[config.mk]
export PLATFORM = sky130hd
export DESIGN_NAME = at_response_parser_top
export DESIGN_NICKNAME = d
export VERILOG_FILES = /design/src/rtl/atrp_pkg.sv /design/src/rtl/at_response_parser_top.sv /design/src/rtl/atrp_step.sv
export SDC_FILE = /design/constraint.sdc
export NUM_CORES = 1
export LEC_CHECK = 0
export ABC_AREA = 1
export BUFFER_PORTS_ARGS = -buffer_cell sky130_fd_sc_hd__buf_2
export CAP_MARGIN = 20
export CORE_MARGIN = 5
export CORE_UTILIZATION = 59
export CTS_BUF_LIST = sky130_fd_sc_hd__clkbuf_8 sky130_fd_sc_hd__clkbuf_16
export CTS_CLUSTER_SIZE = 12
export DETAILED_ROUTE_END_ITERATION = 7
export HOLD_SLACK_MARGIN = 0.08
export PLACE_DENSITY = 0.76
export SETUP_SLACK_MARGIN = 0.5
export SLEW_MARGIN = 40
export SYNTH_ARGS = -nofsm -noshare
export SYNTH_HDL_FRONTEND = slang
export SYNTH_HIERARCHICAL = 1
export SYNTH_SLANG_ARGS = --single-unit
[constraint.sdc]
create_clock -name clk -period 3.3 [get_ports clk]
set_clock_uncertainty 0.2 [all_clocks]
set_input_delay 0.66 -clock clk [delete_from_list [all_inputs] [get_ports clk]]
set_output_delay 0.66 -clock clk [all_outputs]
set_load 0.05 [all_outputs]
[src/rtl/atrp_pkg.sv]
// Shared types and constants for the AT response parser.
package atrp_pkg;

  // Size of the external line store.
  localparam int MAX_LINES = 8;
  localparam int LINE_LEN  = 64;

  // The column counter saturates at LINE_LEN, so it must be able to hold it.
  localparam int COL_W = $clog2(LINE_LEN + 1);

  // Byte codes recognized by the parser.
  localparam logic [7:0] CHAR_CR    = 8'h0D;
  localparam logic [7:0] CHAR_LF    = 8'h0A;
  localparam logic [7:0] CHAR_SPACE = 8'h20;
  localparam logic [7:0] CHAR_TILDE = 8'h7E;
  localparam logic [7:0] CHAR_PLUS  = 8'h2B;
  localparam logic [7:0] CHAR_E     = 8'h45;
  localparam logic [7:0] CHAR_O     = 8'h4F;
  localparam logic [7:0] CHAR_K     = 8'h4B;
  localparam logic [7:0] CHAR_R     = 8'h52;

  // Status codes reported with every item.
  typedef enum logic [1:0] {
    STATUS_NOT_READY = 2'd0,
    STATUS_DONE      = 2'd1,
    STATUS_ERROR     = 2'd2
  } status_t;

  // Parse states; the codes are fixed by the response grammar.
  typedef enum logic [4:0] {
    PS_WAIT_CR      = 5'd0,
    PS_WAIT_LF      = 5'd1,
    PS_FIRST        = 5'd2,
    PS_LINE_START   = 5'd3,
    PS_LINE_BODY    = 5'd4,
    PS_LINE_LF      = 5'd5,
    PS_NEXT_LINE    = 5'd6,
    PS_FINAL_LF     = 5'd7,
    PS_FINAL_WORD   = 5'd8,
    PS_ERR_R1       = 5'd9,
    PS_ERR_R2       = 5'd10,
    PS_ERR_O        = 5'd11,
    PS_ERR_R3       = 5'd12,
    PS_ERR_CR       = 5'd13,
    PS_ERR_TRAIL    = 5'd14,
    PS_OK_K         = 5'd16,
    PS_OK_CR        = 5'd17,
    PS_OK_TRAIL     = 5'd18
  } parse_state_t;

  // Parser state carried from item to item.
  typedef struct packed {
    parse_state_t      parse_state;
    logic [7:0]        line_total;
    logic [COL_W-1:0]  column;
    logic              final_kind;
  } parser_state_t;

  // One result item.
  typedef struct packed {
    status_t     status;
    logic [7:0]  lines_done;
    logic        ended_with_error;
    logic        store_write;
    logic [2:0]  store_line;
    logic [5:0]  store_col;
    logic [7:0]  store_byte;
  } result_t;

endpackage

[src/rtl/at_response_parser_top.sv]
// Top level of the AT response parser: input register, parser state and result register.
//
// The parser checks the bytes of a modem AT response, one byte per item on
// the input channel (in_valid/in_ready, fields in_byte and expect_final).
// For every byte it returns exactly one result item on the output channel
// (out_valid/out_ready): a status (not ready, complete, syntax error), the
// count of finished text lines, the final word kind, and an optional write
// of a text byte or line terminator to an external line store.
//
// The byte is captured in the input register at the accepting edge; then one
// pass of parser logic updates the state and loads the result register.
// Throughput is one item per cycle while the receiver keeps out_ready high;
// a stall holds the result register and then the input register.
//
// When the receiver stalls, the result register holds its item and the
// input register fills; in_ready drops only while both are occupied, and
// rises in the same cycle that out_ready frees the result register.
// Reset clears both registers and returns the parser to waiting for the
// opening CR with zero line count, column and final kind.
module at_response_parser_top
  import atrp_pkg::*;
(
  input  logic       clk,
  input  logic       rst,
  input  logic       in_valid,
  output logic       in_ready,
  input  logic [7:0] in_byte,
  input  logic       expect_final,
  output logic       out_valid,
  input  logic       out_ready,
  output logic [1:0] status,
  output logic [7:0] lines_done,
  output logic       ended_with_error,
  output logic       store_write,
  output logic [2:0] store_line,
  output logic [5:0] store_col,
  output logic [7:0] store_byte
);

  logic          in_full;
  logic [7:0]    byte_q;
  logic          expect_q;
  logic          step_fire;
  logic          in_take;
  parser_state_t state;
  parser_state_t state_next;
  result_t       result_next;
  result_t       result;

  // Handshake: the held byte is parsed whenever the result register can take it.
  assign step_fire = in_full && (!out_valid || out_ready);
  assign in_ready  = !in_full || step_fire;
  assign in_take   = in_valid && in_ready;

  // Input register.
  always_ff @(posedge clk) begin
    if (rst) begin
      in_full <= 1'b0;
    end else begin
      in_full <= in_take || (in_full && !step_fire);
    end
    if (in_take) begin
      byte_q   <= in_byte;
      expect_q <= expect_final;
    end
  end

  atrp_step u_step (
    .state        (state),
    .in_byte      (byte_q),
    .expect_final (expect_q),
    .state_next   (state_next),
    .result       (result_next)
  );

  // Parser state advances once per parsed byte.
  always_ff @(posedge clk) begin
    if (rst) begin
      state.parse_state <= PS_WAIT_CR;
      state.line_total  <= 8'd0;
      state.column      <= '0;
      state.final_kind  <= 1'b0;
    end else if (step_fire) begin
      state <= state_next;
    end
  end

  // Result register.
  always_ff @(posedge clk) begin
    if (rst) begin
      out_valid <= 1'b0;
    end else begin
      out_valid <= step_fire || (out_valid && !out_ready);
    end
    if (step_fire) begin
      result <= result_next;
    end
  end

  assign status           = result.status;
  assign lines_done       = result.lines_done;
  assign ended_with_error = result.ended_with_error;
  assign store_write      = result.store_write;
  assign store_line       = result.store_line;
  assign store_col        = result.store_col;
  assign store_byte       = result.store_byte;

  // A line store write only happens on a byte that was accepted into a line.
  assert property (@(posedge clk) disable iff (rst)
    out_valid && store_write |-> status == STATUS_NOT_READY)
    else $error("store write reported with a completion or error status");

  // The final word kind is only reported on a completed response.
  assert property (@(posedge clk) disable iff (rst)
    out_valid && ended_with_error |-> status == STATUS_DONE)
    else $error("final word kind reported without completion");

  // A syntax error leaves the parser state untouched.
  assert property (@(posedge clk) disable iff (rst)
    step_fire && result_next.status == STATUS_ERROR |=> $stable(state))
    else $error("parser state changed on a syntax error");

  // The line store index never reaches the last line.
  assert property (@(posedge clk) disable iff (rst)
    out_valid && store_write |-> 32'(store_line) < 32'(MAX_LINES - 1))
    else $error("line store write beyond the last usable line");

endmodule

[src/rtl/atrp_step.sv]
// Next-state and result logic of the AT response parser for one byte.
module atrp_step
  import atrp_pkg::*;
(
  input  parser_state_t state,
  input  logic [7:0]    in_byte,
  input  logic          expect_final,
  output parser_state_t state_next,
  output result_t       result
);

  logic       printable;
  logic       store_req;
  logic       store_ok;
  logic [7:0] store_data;
  status_t    status;

  assign printable = (in_byte >= CHAR_SPACE) && (in_byte <= CHAR_TILDE);

  // Writes go out only while the line index and column are inside the store.
  assign store_ok = (32'(state.line_total) < 32'(MAX_LINES - 1)) &&
                    (32'(state.column) <= 32'(LINE_LEN - 1));

  // Transition of the response grammar; an error keeps every state field.
  always_comb begin
    state_next = state;
    status     = STATUS_NOT_READY;
    store_req  = 1'b0;
    store_data = 8'h00;
    unique case (state.parse_state)
      PS_WAIT_CR: begin
        if (in_byte == CHAR_CR) begin
          state_next.line_total  = 8'd0;
          state_next.parse_state = PS_WAIT_LF;
        end else begin
          status = STATUS_ERROR;
        end
      end
      PS_WAIT_LF: begin
        if (in_byte == CHAR_LF) state_next.parse_state = PS_FIRST;
        else status = STATUS_ERROR;
      end
      PS_FIRST: begin
        if (expect_final) begin
          if (in_byte == CHAR_PLUS) state_next.parse_state = PS_LINE_START;
          else if (in_byte == CHAR_E) state_next.parse_state = PS_ERR_R1;
          else if (in_byte == CHAR_O) state_next.parse_state = PS_OK_K;
          else status = STATUS_ERROR;
        end else begin
          state_next.parse_state = PS_LINE_START;
        end
      end
      PS_LINE_START, PS_LINE_BODY: begin
        if (printable) begin
          store_req  = 1'b1;
          store_data = in_byte;
          if (32'(state.column) < 32'(LINE_LEN)) begin
            state_next.column = state.column + COL_W'(1);
          end
          state_next.parse_state = PS_LINE_BODY;
        end else if (state.parse_state == PS_LINE_BODY && in_byte == CHAR_CR) begin
          // End of a text line: write the terminator and count the line.
          store_req = 1'b1;
          if (state.line_total != 8'hFF) begin
            state_next.line_total = state.line_total + 8'd1;
          end
          state_next.column      = '0;
          state_next.parse_state = PS_LINE_LF;
        end else begin
          status = STATUS_ERROR;
        end
      end
      PS_LINE_LF: begin
        if (in_byte == CHAR_LF) state_next.parse_state = PS_NEXT_LINE;
        else status = STATUS_ERROR;
      end
      PS_NEXT_LINE: begin
        if (in_byte == CHAR_CR) state_next.parse_state = PS_FINAL_LF;
        else if (in_byte == CHAR_PLUS) state_next.parse_state = PS_LINE_START;
        else status = STATUS_ERROR;
      end
      PS_FINAL_LF: begin
        if (in_byte == CHAR_LF) state_next.parse_state = PS_FINAL_WORD;
        else status = STATUS_ERROR;
      end
      PS_FINAL_WORD: begin
        if (in_byte == CHAR_O) state_next.parse_state = PS_OK_K;
        else if (in_byte == CHAR_E) state_next.parse_state = PS_ERR_R1;
        else status = STATUS_ERROR;
      end
      PS_ERR_R1: begin
        if (in_byte == CHAR_R) state_next.parse_state = PS_ERR_R2;
        else status = STATUS_ERROR;
      end
      PS_ERR_R2: begin
        if (in_byte == CHAR_R) state_next.parse_state = PS_ERR_O;
        else status = STATUS_ERROR;
      end
      PS_ERR_O: begin
        if (in_byte == CHAR_O) state_next.parse_state = PS_ERR_R3;
        else status = STATUS_ERROR;
      end
      PS_ERR_R3: begin
        if (in_byte == CHAR_R) state_next.parse_state = PS_ERR_CR;
        else status = STATUS_ERROR;
      end
      PS_ERR_CR: begin
        if (in_byte == CHAR_CR) state_next.parse_state = PS_ERR_TRAIL;
        else status = STATUS_ERROR;
      end
      PS_ERR_TRAIL: begin
        // Any trailing byte completes a response that ended in ERROR.
        state_next.final_kind  = 1'b1;
        state_next.parse_state = PS_WAIT_CR;
        status                 = STATUS_DONE;
      end
      PS_OK_K: begin
        if (in_byte == CHAR_K) state_next.parse_state = PS_OK_CR;
        else status = STATUS_ERROR;
      end
      PS_OK_CR: begin
        if (in_byte == CHAR_CR) state_next.parse_state = PS_OK_TRAIL;
        else status = STATUS_ERROR;
      end
      PS_OK_TRAIL: begin
        state_next.final_kind  = 1'b0;
        state_next.parse_state = PS_WAIT_CR;
        status                 = STATUS_DONE;
      end
      default: begin
        status = STATUS_ERROR;
      end
    endcase
  end

  // Assemble the result item; store fields are zero when nothing is written.
  always_comb begin
    result                  = '0;
    result.status           = status;
    result.lines_done       = state_next.line_total;
    result.ended_with_error = (status == STATUS_DONE) ? state_next.final_kind : 1'b0;
    if (store_req && store_ok) begin
      result.store_write = 1'b1;
      result.store_line  = state.line_total[2:0];
      result.store_col   = 6'(state.column);
      result.store_byte  = store_data;
    end
  end

endmodule
== Word-level counts from Yosys, hierarchy flattened ==
Cells that the tools add are included.
Storage, ports and cells
  bits in registers: 61
  logic and storage cells: 140
Cells by class
  add/subtract/negate cells: 2
  magnitude comparators: 5
  equality and inequality tests: 42
  multiplexer cells: 49
  reductions and logical operators: 27
Operators with widths (number)
  $mux W5: 19
  $pmux W5 S16: 1
  $eq A5 B4 Y1 const B: 7
  $eq A8 B7 Y1 const B: 4
  $mux W8: 4
  $mux W2: 14
  $ne A2 B1 Y1 const B: 11
  $eq A5 B3 Y1 const B: 4
  $mux W20: 1
  $pmux W2 S10: 1
  $mux W18: 1
  $reduce_and A17 Y1: 1
  $eq A8 B4 Y1 const B: 2
  $pmux W8 S2: 1
  $reduce_bool A16 Y1: 1
  $eq A5 B5 Y1 const B: 3
  $mux W7: 2
  $mux W13: 1
  $eq A5 B2 Y1 const B: 2
  $ne A3 B1 Y1 const B: 3
  $reduce_or A3 Y1: 3
  $add A8 B1 Y8 const B: 1
  $eq A8 B6 Y1 const B: 1
  $ge A8 B6 Y1 const B: 1
  20 further kinds: 36

== Longest topological paths before layout ==
  depth in word-level cells: 7
  depth in mapped cells: 17
  mapped depth without buffers: 15

== Modules after synthesis ==
The synthesis kept the hierarchy.
By module, submodules not included
  at_response_parser_top: instances 1, cells an instance 188, area an instance 2209.6 µm², seq. area each 1601.5 µm²
  atrp_step: instances 1, cells an instance 358, area an instance 1667.8 µm², seq. area each 0.0 µm²

== Worst setup path after synthesis ==
No wires, ideal clock.
  kind: input to register
  start point: input out_ready
  end point: register result (netlist bit ended_with_error) (enable)
  setup time: 425 ps
  arrival time: 2139 ps
  data required time: 2675 ps
  slack: 537 ps
  stages on the path: 2
  path through: inv_2 a21oi_1
On the way
  cells in the longest elaborated chain, start to end: 2
Ends and longest elaborated chain
  from (decl): RTL line at_response_parser_top.sv:30  | input logic out_ready,
  $logic_or A1 B1 Y1: RTL line at_response_parser_top.sv:51  | assign step_fire = in_full && (!out_valid || out_ready);
  $logic_and A1 B1 Y1: RTL line at_response_parser_top.sv:51
  net step_fire: RTL line at_response_parser_top.sv:43  | logic step_fire;
  to (signal assigned): RTL line at_response_parser_top.sv:96  | result <= result_next;
  to (decl): RTL line at_response_parser_top.sv:48  | result_t result;
The timed path passes the listed nets, and every way through them passes these cells.
A chain may end at the register's enable or synchronous reset.

== Worst setup path in the final report ==
  start point: register in_full
  end point: output in_ready
On the way
  cells in the longest elaborated chain, start to end: 2
  elaborated cells between the ends (all ways): 3
  classes of those cells: 3 x reduce/logical
Ends and longest elaborated chain
  from (decl): RTL line at_response_parser_top.sv:40  | logic in_full;
  from (signal assigned): RTL line at_response_parser_top.sv:60  | in_full <= in_take || (in_full && !step_fire);
  $logic_not A1 Y1 or $logic_and A1 B1 Y1 (tied branches): RTL line at_response_parser_top.sv:52, at_response_parser_top.sv:51
  $logic_or A1 B1 Y1 (*): RTL line at_response_parser_top.sv:52  | assign in_ready = !in_full || step_fire;
  to (decl): RTL line at_response_parser_top.sv:26  | output logic in_ready,
Every way passes the cells marked *; elsewhere a longest branch is shown, timed or not.

==> impl_metrics.ini <==
[clock_network]
htreeDepth = 3
cts_sinks = 60
path_clk_slew_ns = 0.07
cts-root-buf = clkbuf_8
cts_tree = built
cts_setup_buffers = 0
cts_resized = 0
numCtsBuffers = 9
cts_buffer_depth = 2
cts_hold_buf = 0
clk_latency_ns = 0.34

[layout]
nets = 590
fin_util_pct = 66.5
drive_gt1_share_pct = 15.7
finish.instance_area_um2 = 4200
antennaDiodeCount = 0
area_growth_pct = 9.67

[setup_path]
crit_fanout = 21
crit_arrival_ns = 1.59
critical_path.endpoint_type = output pin
start_kind = flip-flop
worstPathRequired_ns = 2.44
path_class = flip-flop to output pin

[global_route]
grt_max_degree = 42
grt_usage_pct = 23.3
antenna_found_initial = 0
grt_pass1_wl_mm = 15.6
grt_overflow = 0
grt_pass1_vias = 3296

[detailed_routing]
dr.pass1.iters = 7
vias = 3588
drc = 0
drtIter0Drc = 279
wire_per_inst_um = 14.3
vias_per_cell = 5.46
final_antenna_net_count = 0
finalWirelength_mm = 9.42

[flow_run]
cap_violations = 0

[power]
max-vdd-ir-drop_v = 0.000377
leakage_uw = 0.00198
powerDensity_nw_per_um2 = 460
finalPower_uw = 1930

[logic_synthesis]
syn-num-nets = 553
syn-cell-area_um2 = 3830
syn_area_per_cell_um2 = 7.12
yosys_warnings = 6
netlist_instances = 538

[die]
die-width_um = 90.6
num_rows = 29
ios = 44
core_area_um2 = 6310
fp.dieH_um = 90.6
initial_core_util_pct = 60.6
die_area_um2 = 8200

[timing]
slew_viol_final = 0
rsz0062_at_grt = no
fin_crit_ns = 2.45
hold_violations = 0
tns_ns = 0
timing_worst_slew_pin_value_ns = 0.693
fmax_mhz = 408
whs_ns = 0.292
maxSlewHeadroom_pct = 53.7
setup_violations = 0
period_share_pct = 74.3

[place]
portBuffers = 43
place_hpwl_mm = 6.90
gp_congestion = 0.990
post_dp_cell_area_um2 = 3970

[outcome]
status = finished clean

[min_path]
worstHoldPathType = input pin to flip-flop
[worst max-delay path, cell delays in order (launching register included)]
cell and delay (ns):
dfxtp_1 0.77, nand3_1 0.22, buf_2 0.26
[state kept, by name, summed over array words and instances, names as in the netlist]
signal,count
state,20
byte_q,8
lines_done,8
store_byte,8
store_col,6
store_line,3
status,2
ended_with_error,1
expect_q,1
in_full,1
out_valid,1
store_write,1
[cell type report]
type                            instances  area [um^2]
Inverter                               76          288
Timing Repair Buffer                   48          253
Clock inverter                          4         46.3
Multi-Input combinational cell        380         1770
Sequential cell                        60         1580
Clock buffer                           12          165
Fill cell                             533         2110
Tap cell                               77         96.3
[cells in the final DEF (no fill, tap or decap), types with 6 or more instances in the layout]
cell,count
nand3_1,55
edfxtp_1,38
nand2_1,144
dfxtp_1,22
nor2_1,84
nor2_2,10
buf_2,43
inv_1,70
nand4_1,6
clkbuf_8,12
a21oi_1,32
o21ai_0,17
[layer usage]
metal,vias up,track usage (%),wire length (um)
li1,1780,-,-
met1,1609,30.3,4080
met2,170,36.9,4340
met3,29,6.08,737
met4,0,9.18,259
met5,-,0,0
[stage by stage]
step	std cells	setup slack [ns]
2_1_floorplan	538	0.537
3_3_place_gp	638	0.778
3_5_place_dp	638	0.774
4_1_cts	654	0.752
5_1_grt	657	0.639
6_report	657	0.849
[power by group]
group	internal [uW]	switching, uW	total [uW]
Clock	407	291	697
Sequential	841	42.5	883
Combinational	99.9	251	351
Total	1350	584	1930
[path summary, 6_finish.rpt]
check        startpoint   endpoint  slack [ns]  cells after the start
max             in_full   in_ready        0.85                      2
min          in_byte[2]  byte_q[2]        0.29                      1
max reg2reg   byte_q[4]   state[8]        0.88                     12
min reg2reg    state[4]   state[4]        0.34                      2
(Power assumes the default switching activity.)
